$ cat src/hw/rtl/baudot_teleprinter_line_transceiver_assert.svh
// ----------------------------------------------------------------------------
// Assertion macros for the Baudot line transceiver
// Clocked on clk, disabled while arst_n is low.
// ----------------------------------------------------------------------------
`ifndef BAUDOT_TELEPRINTER_LINE_TRANSCEIVER_ASSERT_SVH
`define BAUDOT_TELEPRINTER_LINE_TRANSCEIVER_ASSERT_SVH

// Condition that must hold at every clock edge out of reset.
`define BTLT_ASSERT_ALWAYS(lbl, cond, msg) \
	lbl: assert property (@(posedge clk) disable iff (!arst_n) (cond)) else $error(msg);

// Condition that must hold in the cycle after the trigger.
`define BTLT_ASSERT_NEXT(lbl, trig, cond, msg) \
	lbl: assert property (@(posedge clk) disable iff (!arst_n) (trig) |=> (cond)) \
		else $error(msg);

`endif

$ cat src/hw/rtl/btlt_pkg.sv
// ----------------------------------------------------------------------------
// btlt_pkg
// Shared constants and word types of the Baudot line transceiver.
// ----------------------------------------------------------------------------
`default_nettype none

package btlt_pkg;

	localparam int DATA_BITS          = 5;
	localparam int BL_WIDTH           = 7;
	localparam int RX_TIMER_WIDTH_DEF = 10;

	localparam logic [BL_WIDTH-1:0] BIT_LENGTH_RESET = BL_WIDTH'(20);

	typedef struct packed {
		logic                 line_in;
		logic                 ms_tick;
		logic                 tx_load;
		logic [DATA_BITS-1:0] tx_char;
	} btlt_item_t;

	typedef struct packed {
		logic                 line_out;
		logic                 tx_busy;
		logic                 rx_done;
		logic [DATA_BITS-1:0] rx_char;
		logic                 rx_stop_error;
	} btlt_result_t;

endpackage

`default_nettype wire

$ cat src/hw/rtl/btlt_core.sv
// ----------------------------------------------------------------------------
// btlt_core
// Transmit and receive state of the line transceiver, advanced by one input
// word whenever advance is high. The result is the state after that word.
// ----------------------------------------------------------------------------
`default_nettype none
`include "baudot_teleprinter_line_transceiver_assert.svh"

module btlt_core #(
	parameter int RX_TIMER_WIDTH = btlt_pkg::RX_TIMER_WIDTH_DEF
) (
	input  wire logic                           clk,
	input  wire logic                           arst_n,
	input  wire logic                           advance,
	input  wire btlt_pkg::btlt_item_t           item,
	input  wire logic [btlt_pkg::BL_WIDTH-1:0]  bit_len,
	output btlt_pkg::btlt_result_t              result
);
	import btlt_pkg::*;

	localparam int TxTw   = 9;
	localparam int CW     = ((RX_TIMER_WIDTH > TxTw) ? RX_TIMER_WIDTH : TxTw) + 1;
	localparam int IdxW   = $clog2(DATA_BITS + 1);
	localparam int FrameW = DATA_BITS + 3;

	localparam logic [RX_TIMER_WIDTH-1:0] RxTmax = '1;
	localparam logic [TxTw-1:0]           TxTmax = '1;
	localparam logic [7:0] LevelMid    = 8'd128;
	localparam logic [7:0] LevelReject = 8'd150;
	localparam logic [7:0] LevelMax    = 8'd255;
	localparam logic [IdxW-1:0] LastData = IdxW'(DATA_BITS - 1);
	localparam logic [IdxW-1:0] LastShift = IdxW'(DATA_BITS);

	typedef enum logic [4:0] {
		RX_WAIT  = 5'b00001,
		RX_START = 5'b00010,
		RX_DATA  = 5'b00100,
		RX_STOP  = 5'b01000,
		RX_DONE  = 5'b10000
	} rx_state_t;

	typedef enum logic [3:0] {
		TX_IDLE   = 4'b0001,
		TX_LOADED = 4'b0010,
		TX_SHIFT  = 4'b0100,
		TX_STOP   = 4'b1000
	} tx_state_t;

	rx_state_t                 rx_state_q, rx_state_n;
	logic [IdxW-1:0]           rx_idx_q, rx_idx_n;
	logic [DATA_BITS-1:0]      rx_shift_q, rx_shift_n;
	logic                      rx_err_q, rx_err_n;
	logic [7:0]                level_q, level_n;
	logic [RX_TIMER_WIDTH-1:0] rx_el_q, rx_el_n;
	tx_state_t                 tx_state_q, tx_state_n;
	logic [IdxW-1:0]           tx_cnt_q, tx_cnt_n;
	logic [FrameW-1:0]         tx_shift_q, tx_shift_n;
	logic [TxTw-1:0]           tx_el_q, tx_el_n;
	logic                      line_out_q, line_out_n;

	function automatic logic [7:0] level_step(input logic [7:0] lc, input logic mark);
		logic [7:0] r;
		r = lc;
		if (mark) begin
			if (lc != LevelMax) r = lc + 8'd1;
		end else begin
			if (lc != 8'd0) r = lc - 8'd1;
		end
		return r;
	endfunction

	always_comb begin
		logic [CW-1:0]             bl_w, bl3, bl_half, half_amt, rt, tt;
		logic [RX_TIMER_WIDTH-1:0] rx_el_t;
		logic [TxTw-1:0]           tx_el_t;
		logic [7:0]                lc_up;
		logic                      rx_free;

		bl_w     = CW'(bit_len);
		bl3      = bl_w + (bl_w << 1);
		bl_half  = bl_w >> 1;
		half_amt = (bl_half >= CW'(2)) ? (bl_half - CW'(2)) : '0;

		// Both timers count milliseconds first, saturating.
		rx_el_t = rx_el_q;
		tx_el_t = tx_el_q;
		if (item.ms_tick) begin
			if (rx_el_q != RxTmax) rx_el_t = rx_el_q + 1'b1;
			if (tx_el_q != TxTmax) tx_el_t = tx_el_q + 1'b1;
		end
		rt    = CW'(rx_el_t);
		tt    = CW'(tx_el_t);
		lc_up = level_step(level_q, item.line_in);

		tx_state_n = tx_state_q;
		tx_cnt_n   = tx_cnt_q;
		tx_shift_n = tx_shift_q;
		tx_el_n    = tx_el_t;
		line_out_n = line_out_q;
		if (item.tx_load && tx_state_q == TX_IDLE) begin
			tx_state_n = TX_LOADED;
			tx_shift_n = FrameW'(item.tx_char);
		end

		// Transmitter: wait for a quiet receiver, then start, data, 1.5-bit stop.
		rx_free = (rx_state_q == RX_WAIT) || (rx_state_q == RX_DONE);
		case (tx_state_n)
			TX_IDLE: begin
			end
			TX_LOADED: begin
				if (rx_free && rt >= bl3) begin
					line_out_n = 1'b0;
					tx_el_n    = '0;
					tx_state_n = TX_SHIFT;
					tx_cnt_n   = '0;
					tx_shift_n = {1'b0, tx_shift_n[DATA_BITS-1:0], 2'b11};
				end
			end
			TX_SHIFT: begin
				line_out_n = tx_shift_n[FrameW-1];
				if (tt >= bl_w) begin
					tx_el_n    = TxTw'(tt - bl_w);
					tx_shift_n = tx_shift_n << 1;
					if (tx_cnt_n == LastShift) begin
						tx_state_n = TX_STOP;
					end else begin
						tx_cnt_n = tx_cnt_n + 1'b1;
					end
				end
			end
			TX_STOP: begin
				line_out_n = 1'b1;
				if (tt >= (bl3 >> 1)) begin
					tx_el_n    = '0;
					tx_state_n = TX_IDLE;
				end
			end
			default: tx_state_n = TX_IDLE;
		endcase

		rx_state_n = rx_state_q;
		rx_idx_n   = rx_idx_q;
		rx_shift_n = rx_shift_q;
		rx_err_n   = rx_err_q;
		level_n    = level_q;
		rx_el_n    = rx_el_t;
		case (rx_state_q)
			RX_WAIT, RX_DONE: begin
				// A finished character is held for a few ms before a new start.
				if ((rx_state_q == RX_WAIT || rt > CW'(2)) && !item.line_in) begin
					rx_el_n    = '0;
					rx_state_n = RX_START;
					rx_shift_n = '0;
					level_n    = LevelMid;
					rx_err_n   = 1'b0;
				end
			end
			RX_START: begin
				level_n = lc_up;
				if (lc_up > LevelReject) begin
					rx_state_n = RX_WAIT;
				end else if (rt > bl_half) begin
					if (lc_up < LevelMid) begin
						rx_state_n = RX_DATA;
						rx_idx_n   = '0;
						level_n    = LevelMid;
						rx_el_n    = (rt >= half_amt) ? RX_TIMER_WIDTH'(rt - half_amt) : '0;
					end else begin
						rx_state_n = RX_WAIT;
					end
				end
			end
			RX_DATA: begin
				// Majority over the last 4 ms of the bit.
				if (rt + CW'(4) >= bl_w) begin
					level_n = lc_up;
					if (rt >= bl_w) begin
						rx_shift_n = {rx_shift_q[DATA_BITS-2:0], lc_up[7]};
						rx_el_n    = RX_TIMER_WIDTH'(rt - bl_w);
						level_n    = LevelMid;
						if (rx_idx_q == LastData) begin
							rx_state_n = RX_STOP;
						end else begin
							rx_idx_n = rx_idx_q + 1'b1;
						end
					end
				end
			end
			RX_STOP: begin
				if (rt + CW'(4) >= bl_w) begin
					level_n = lc_up;
					if (rt >= (bl3 >> 2) && item.line_in) begin
						rx_err_n   = ~lc_up[7];
						rx_state_n = RX_DONE;
						rx_el_n    = '0;
					end
				end
			end
			default: rx_state_n = RX_WAIT;
		endcase

		result.line_out      = line_out_n;
		result.tx_busy       = (tx_state_n != TX_IDLE);
		result.rx_done       = (rx_state_n == RX_DONE);
		result.rx_char       = rx_shift_n;
		result.rx_stop_error = rx_err_n;
	end

	always_ff @(posedge clk or negedge arst_n) begin
		if (!arst_n) begin
			rx_state_q <= RX_WAIT;
			rx_idx_q   <= '0;
			rx_shift_q <= '0;
			rx_err_q   <= 1'b0;
			level_q    <= LevelMid;
			rx_el_q    <= RxTmax;
			tx_state_q <= TX_IDLE;
			tx_cnt_q   <= '0;
			tx_shift_q <= '0;
			tx_el_q    <= '0;
			line_out_q <= 1'b1;
		end else if (advance) begin
			rx_state_q <= rx_state_n;
			rx_idx_q   <= rx_idx_n;
			rx_shift_q <= rx_shift_n;
			rx_err_q   <= rx_err_n;
			level_q    <= level_n;
			rx_el_q    <= rx_el_n;
			tx_state_q <= tx_state_n;
			tx_cnt_q   <= tx_cnt_n;
			tx_shift_q <= tx_shift_n;
			tx_el_q    <= tx_el_n;
			line_out_q <= line_out_n;
		end
	end

	`BTLT_ASSERT_ALWAYS(a_rx_idx_range, rx_idx_q <= LastData, "receive bit index out of range")
	`BTLT_ASSERT_ALWAYS(a_tx_cnt_range, tx_cnt_q <= LastShift, "transmit bit count out of range")
	`BTLT_ASSERT_NEXT(a_hold_no_adv, !advance,
		$stable(rx_state_q) && $stable(tx_state_q) && $stable(level_q),
		"state changed without an input word")
	`BTLT_ASSERT_ALWAYS(a_idle_line_mark, tx_state_q != TX_IDLE || line_out_q,
		"idle transmitter drives space")

endmodule

`default_nettype wire

$ cat src/hw/rtl/baudot_teleprinter_line_transceiver.sv
// ----------------------------------------------------------------------------
// Baudot teleprinter line transceiver.
// Input stream s_*: one word per poll of the line, carrying the line sample,
// a millisecond strobe, a send request and the five-bit code to send.
// Output stream m_*: exactly one word per input word, giving the transmit
// line level, transmitter busy, receive-done, the received code and the
// stop-bit error flag as they stand after that input word.
// A word accepted into the input register is processed when the output register
// is free or being emptied, and its result word is then held in the output register.
// Throughput: one word per cycle while m_tready is high; the input register and
// the output register let a new word enter while a finished result waits to be taken.
// When m_tready is low the output register holds, the input register fills
// and s_tready falls; nothing is dropped or repeated.
// Reset (arst_n low) empties both registers, sets the line to mark, both
// sides idle, the receive timer saturated and the bit length to 20 ms.
// The APB port holds the bit length in ms at address 0; write it only while
// no words are in flight.
// ----------------------------------------------------------------------------
`default_nettype none
`include "baudot_teleprinter_line_transceiver_assert.svh"

module baudot_teleprinter_line_transceiver #(
	parameter int RX_TIMER_WIDTH = btlt_pkg::RX_TIMER_WIDTH_DEF
) (
	input  wire logic        clk,
	input  wire logic        arst_n,
	input  wire logic        s_tvalid,
	output logic             s_tready,
	input  wire logic [7:0]  s_tdata,   // line_in, ms_tick, tx_load, tx_char[4:0]
	output logic             m_tvalid,
	input  wire logic        m_tready,
	output logic [15:0]      m_tdata,   // line_out, tx_busy, rx_done, rx_char[4:0],
	                                    // rx_stop_error, zero fill
	input  wire logic        psel,
	input  wire logic        penable,
	input  wire logic        pwrite,
	input  wire logic [2:0]  paddr,
	input  wire logic [31:0] pwdata,
	output logic [31:0]      prdata,
	output logic             pready
);
	import btlt_pkg::*;

	localparam logic RegBitLength = 1'b0;

	logic [BL_WIDTH-1:0] bit_len_q;
	btlt_item_t          item_s1;
	logic                valid_s1;
	btlt_result_t        result;
	btlt_result_t        result_q;
	logic                out_valid_q;
	logic                advance;
	logic                in_accept;
	logic                cfg_write;

	assign pready    = 1'b1;
	assign cfg_write = psel && penable && pwrite && pready && (paddr[2] == RegBitLength);
	assign prdata    = (paddr[2] == RegBitLength) ? 32'(bit_len_q) : '0;

	always_ff @(posedge clk or negedge arst_n) begin
		if (!arst_n) begin
			bit_len_q <= BIT_LENGTH_RESET;
		end else if (cfg_write) begin
			bit_len_q <= pwdata[BL_WIDTH-1:0];
		end
	end

	assign advance   = valid_s1 && (!out_valid_q || m_tready);
	assign s_tready  = !valid_s1 || advance;
	assign in_accept = s_tvalid && s_tready;

	always_ff @(posedge clk or negedge arst_n) begin
		if (!arst_n) begin
			valid_s1 <= 1'b0;
		end else if (in_accept) begin
			valid_s1 <= 1'b1;
		end else if (advance) begin
			valid_s1 <= 1'b0;
		end
	end

	always_ff @(posedge clk) begin
		if (in_accept) begin
			item_s1.line_in <= s_tdata[0];
			item_s1.ms_tick <= s_tdata[1];
			item_s1.tx_load <= s_tdata[2];
			item_s1.tx_char <= s_tdata[7:3];
		end
	end

	btlt_core #(
		.RX_TIMER_WIDTH(RX_TIMER_WIDTH)
	) u_core (
		.clk       (clk),
		.arst_n    (arst_n),
		.advance   (advance),
		.item      (item_s1),
		.bit_len   (bit_len_q),
		.result    (result)
	);

	always_ff @(posedge clk or negedge arst_n) begin
		if (!arst_n) begin
			out_valid_q <= 1'b0;
		end else if (advance) begin
			out_valid_q <= 1'b1;
		end else if (m_tready) begin
			out_valid_q <= 1'b0;
		end
	end

	always_ff @(posedge clk) begin
		if (advance) begin
			result_q <= result;
		end
	end

	assign m_tvalid = out_valid_q;
	assign m_tdata  = {7'b0, result_q.rx_stop_error, result_q.rx_char, result_q.rx_done,
		result_q.tx_busy, result_q.line_out};

	`BTLT_ASSERT_NEXT(a_stalled_word_kept, valid_s1 && !advance, valid_s1,
		"pending input word lost while output stalled")
	`BTLT_ASSERT_NEXT(a_result_follows, advance, out_valid_q,
		"processed word produced no result")
	`BTLT_ASSERT_NEXT(a_result_held, m_tvalid && !m_tready, m_tvalid && $stable(m_tdata),
		"result word changed while stalled")

endmodule

`default_nettype wire
$ cat config.mk
export PLATFORM = sky130hd
export DESIGN_NAME = baudot_teleprinter_line_transceiver
export DESIGN_NICKNAME = d
export VERILOG_FILES = /design/src/hw/rtl/btlt_pkg.sv /design/src/hw/rtl/btlt_core.sv /design/src/hw/rtl/baudot_teleprinter_line_transceiver.sv
export VERILOG_INCLUDE_DIRS = /design/src /design/src/hw/rtl
export SDC_FILE = /design/constraint.sdc
export NUM_CORES = 1
export LEC_CHECK = 0
export ABC_AREA = 1
export BUFFER_PORTS_ARGS = -buffer_cell sky130_fd_sc_hd__buf_2
export CAP_MARGIN = 5
export CORE_UTILIZATION = 55
export DETAILED_ROUTE_END_ITERATION = 12
export PLACE_DENSITY = 0.85
export SLEW_MARGIN = 5
export SYNTH_ARGS = -nofsm -noshare
export SYNTH_HDL_FRONTEND = slang
export SYNTH_SLANG_ARGS = --single-unit
$ cat constraint.sdc
create_clock -name clk -period 3.85 [get_ports clk]
set_clock_uncertainty 0.2 [all_clocks]
set_input_delay 0.385 -clock clk [delete_from_list [all_inputs] [get_ports clk]]
set_output_delay 0.385 -clock clk [all_outputs]
set_load 0.005 [all_outputs]
==> impl_metrics.py <==
metrics = {
    "worst_setup_path": {
        "worst-setup-path-type": "flip-flop to flip-flop",
        "worstReg2RegEnd": "u_core.rx_idx_q[2]",
        "timing.reg2reg.worst_path_depth": 21,
        "crit_start": "u_core.rx_el_q[3]",
        "worstSetupEndpointType": "flip-flop",
        "worst_ep_required_time_ps": 3860,
        "startpoint_type": "flip-flop",
        "highest_net_fanout_along_the_worst_path": 6,
        "timing.rr.start": "u_core.rx_el_q[3]",
        "crit_path_end": "u_core.rx_idx_q[2]",
        "worst-endpoint-arrival_ps": 3940,
        "setup.reg_to_reg.worst_slack_ps": -70,
    },
    "placement": {
        "hpwl_microns": 17600,
        "gp_routability_congestion": 0.977,
        "preCtsSetupSlack_ps": -113,
        "portBuffers": 40,
    },
    "finish": {
        "mostFrequentLayoutCell": "sky130_fd_sc_hd__nand2_1",
        "syn2layout_area_growth_pct": 21.0,
        "drive_gt1_frac": 0.214,
        "postLayoutCoreUtil": 0.686,
        "most-common-layout-cells": "360 x sky130_fd_sc_hd__nand2_1, 152 x sky130_fd_sc_hd__inv_1, 106 x sky130_fd_sc_hd__nor2_1",
        "antennaDiodeCount": 0,
        "finalNetCount": 1573,
        "layout.filler_cells": 1242,
    },
    "synth": {
        "yosys_warnings": 0,
        "synth_area_sq_um": 8680,
        "synth_top_area_share": 0.167,
        "post_synth_inst_count": 1321,
        "yosys-top-cells-area": "sky130_fd_sc_hd__nand2_1 17%, sky130_fd_sc_hd__dfrtp_1 14%, sky130_fd_sc_hd__ha_1 11%",
        "post_synthesis_compound_gate_area_fraction": 0.123,
        "synth-simple-area-share": 0.361,
        "post_synth_num_cell_types": 53,
        "synth-edff-count": 17,
        "register_bit_total_from_synthesis": 83,
        "average_footprint_of_a_synthesized_cell_sq_um": 6.57,
        "synth-adder-area-share": 0.116,
        "synthXorXnorAreaFrac": 0.0282,
        "synth_largest_area_cell": "sky130_fd_sc_hd__nand2_1",
        "post_synth_mux_area_share": 0.00130,
        "synth_seq_area_share": 0.251,
        "synth-main-ff-cell": "sky130_fd_sc_hd__dfrtp_1",
        "dominant_combinational_cell_family_by_area_after_synthesis": "simple AND/OR/NAND/NOR gates",
        "postSynth.asyncResetShare": 0.795,
    },
    "run_status": {
        "failing_checks": "negative setup slack",
        "outcome": "finished, violations left",
    },
    "grt": {
        "grt_first_pass_wirelength_microns": 38700,
        "antenna_found_initial": 0,
        "global_route.usage.total": 0.296,
        "first_global_vias": 8415,
        "globalRouteOverflowTotal": 0,
        "grt_max_degree": 42,
    },
    "cts": {
        "tritoncts": "yes",
        "cts_root_buffer": "sky130_fd_sc_hd__clkbuf_16",
        "cts.path.max_buffers": 2,
        "cts-buffers-inserted": 9,
        "clkTransAtPathRegs_ps": 60,
        "h-tree-depth": 3,
        "insertion_delay_ps": 350,
        "cts_sinks": 83,
    },
    "sta": {
        "hold_viol_final": 0,
        "setup_viol_count_final": 3,
        "maxSlewHeadroom": 0.332,
        "min_period_over_period": 1.02,
        "fmax_mhz": 255,
        "worst_pin_slew_ps": 1000,
        "finalWorstSetupSlack_ps": -71.2,
        "grt_setup_unrepaired": "yes",
        "fin_crit_ps": 3920,
        "finalMaxSlewViolations": 0,
    },
    "floorplanning": {
        "coreArea_sq_um": 15300,
        "row_count": 45,
        "floorplan.die_area_sq_um": 16300,
        "chipWidth_microns": 128,
        "floorplan_die_height_microns": 128,
        "floorplan.initialDensity": 0.567,
        "io-pin-count": 101,
    },
    "drt": {
        "post_drt_via_cell_ratio": 5.66,
        "met3_wirelength_microns": 1920,
        "wl_cell_microns": 15.3,
        "routed_wirelength_microns": 25400,
        "drtAntennaViolNets": 0,
        "met2WireLength_microns": 12100,
        "drc": 0,
        "routed.top_layer": "met4",
        "drt_pre_antenna_iters": 8,
        "routedLengthMet1_microns": 10200,
        "via_count": 9397,
        "detailedRoute.firstIterationViolations": 961,
    },
    "flow_run": {
        "maxCapViolations": 0,
    },
    "pwr": {
        "ir_drop_mv": 0.519,
        "power.static_leakage_nw": 5.32,
        "power-per-cell-area_nw_per_um2": 812,
    },
    "worst_hold_path": {
        "hold_path_class": "input pin to asynchronous set/reset pin",
    },
}
[per-stage QoR]
step / cell area [sq um] / cells / setup TNS [ps] / hold slack (ps) / power [mW]
2_1_floorplan: 8800 / 1352 / 0 / -111 / 5.20
3_3_place_gp: 9530 / 1625 / -393 / 255 / 6.57
3_5_place_dp: 9530 / 1625 / -2880 / 268 / 6.75
4_1_cts: 9840 / 1641 / 0 / 0.801 / 7.64
5_1_grt: 10500 / 1661 / -4150 / 0.209 / 9.25
6_report: 10500 / 1661 / -102 / 1.32 / 8.53
[worst min path at each step]
stage / start / endpoint / cells after the start
3_5_place_dp: u_core.rx_err_q / u_core.rx_err_q / 2
4_1_cts: s_tdata[5] / item_s1[2] / 1
6_report: arst_n / u_core.level_q[2] / 1
5_1_grt: s_tdata[6] / item_s1[3] / 1
3_3_place_gp: u_core.line_out_q / u_core.line_out_q / 2
2_1_floorplan: arst_n / bit_len_q[0] / 0
[Yosys cell counts, types with 3 or more instances]
master                     instances
sky130_fd_sc_hd__or2_2            10
sky130_fd_sc_hd__nand2_4           4
sky130_fd_sc_hd__clkbuf_1         21
sky130_fd_sc_hd__inv_1           155
sky130_fd_sc_hd__o21ai_2           5
sky130_fd_sc_hd__nor2_2            4
sky130_fd_sc_hd__o21ai_0          57
sky130_fd_sc_hd__a31oi_1           6
sky130_fd_sc_hd__fa_1              4
sky130_fd_sc_hd__dfstp_2          16
sky130_fd_sc_hd__inv_2             8
sky130_fd_sc_hd__buf_6             3
sky130_fd_sc_hd__a21oi_1          60
sky130_fd_sc_hd__nand3b_1          7
sky130_fd_sc_hd__o21bai_1          5
sky130_fd_sc_hd__nor4_1            4
sky130_fd_sc_hd__dfrtp_1          50
sky130_fd_sc_hd__nand3_1         104
sky130_fd_sc_hd__buf_4            35
sky130_fd_sc_hd__xnor2_1           6
sky130_fd_sc_hd__o221ai_1          3
sky130_fd_sc_hd__nand3_2           5
sky130_fd_sc_hd__xor2_1           22
sky130_fd_sc_hd__buf_2             5
sky130_fd_sc_hd__nand4_1          34
sky130_fd_sc_hd__o21ai_1          21
sky130_fd_sc_hd__o211ai_1         14
sky130_fd_sc_hd__nand2_1         387
sky130_fd_sc_hd__edfxtp_1         17
sky130_fd_sc_hd__nor2_1          120
sky130_fd_sc_hd__nor2_4            4
sky130_fd_sc_hd__ha_1             74
sky130_fd_sc_hd__nand2_2          11
sky130_fd_sc_hd__nor3_1           13
[repair_timing]
action | CTS | global route
hold buffers | 0 | 2
endpoints found under the hold margin | 0 | 2
pin swaps | 4 | 48
buffers inserted | 0 | 18
gates resized for setup | 13 | 120
gates cloned | 0 | 0
setup endpoints to repair | 49 | 64
[routing by layer]
| metal | track usage | vias to the layer above |
|---|---|---|
| met5 | 0 | - |
| met4 | 0.135 | 0 |
| met3 | 0.0422 | 108 |
| met2 | 0.502 | 481 |
| met1 | 0.375 | 4298 |
| li1 | - | 4510 |
[cells by family after synthesis]
group / count (synthesis)
simple gates: 712
buf+inv: 231
compound gates: 186
flops: 83
fa+ha+maj: 78
xor+xnor: 28
other cells: 2
mux: 1
[area by class of cell]
type	count	area, sq um	share of cell area
clock inverters	6	41.3	0.00393
well taps	211	264	0.0251
inverters	165	633	0.0603
repair buffers	148	1070	0.102
multi-input cells	1038	6090	0.579
flip-flops and latches	83	2180	0.208
clock buffers	10	229	0.0218
[worst max-delay path, stage by stage (launching register included)]
cell                         delay (ps)
sky130_fd_sc_hd__dfstp_2            580
sky130_fd_sc_hd__nand2_2            100
sky130_fd_sc_hd__buf_4              150
sky130_fd_sc_hd__nor2_2             120
sky130_fd_sc_hd__nand3_1             80
sky130_fd_sc_hd__nand2_1             80
sky130_fd_sc_hd__nand3_1             80
sky130_fd_sc_hd__nand2_2            140
sky130_fd_sc_hd__buf_4              170
sky130_fd_sc_hd__clkinvlp_4         220
sky130_fd_sc_hd__ha_4               370
sky130_fd_sc_hd__inv_1               60
sky130_fd_sc_hd__nor4_2             280
sky130_fd_sc_hd__nand2_1            110
sky130_fd_sc_hd__nand2_2            110
sky130_fd_sc_hd__nor2_4              50
sky130_fd_sc_hd__inv_2              110
sky130_fd_sc_hd__nor2_1              70
sky130_fd_sc_hd__nor3_1             150
sky130_fd_sc_hd__nand3b_1           270
sky130_fd_sc_hd__nand2_1            170
sky130_fd_sc_hd__o21ai_0            110
[flip-flops by register name, indices dropped and copies added (netlist names), 3 cells and up]
register	flops
u_core.rx_shift_q	5
item_s1	8
bit_len_q	7
u_core.tx_cnt_q	3
u_core.tx_shift_q	8
u_core.rx_el_q	10
u_core.level_q	8
m_tdata	9
u_core.tx_el_q	9
u_core.rx_idx_q	3
u_core.tx_state_q	4
u_core.rx_state_q	5
[power by group]
part,switching [mW],internal [mW],leakage [nW]
Sequential,0.283,1.25,0.961
Clock,0.373,0.438,0.137
Combinational,3.80,2.39,4.22
(Power assumes the default switching activity.)
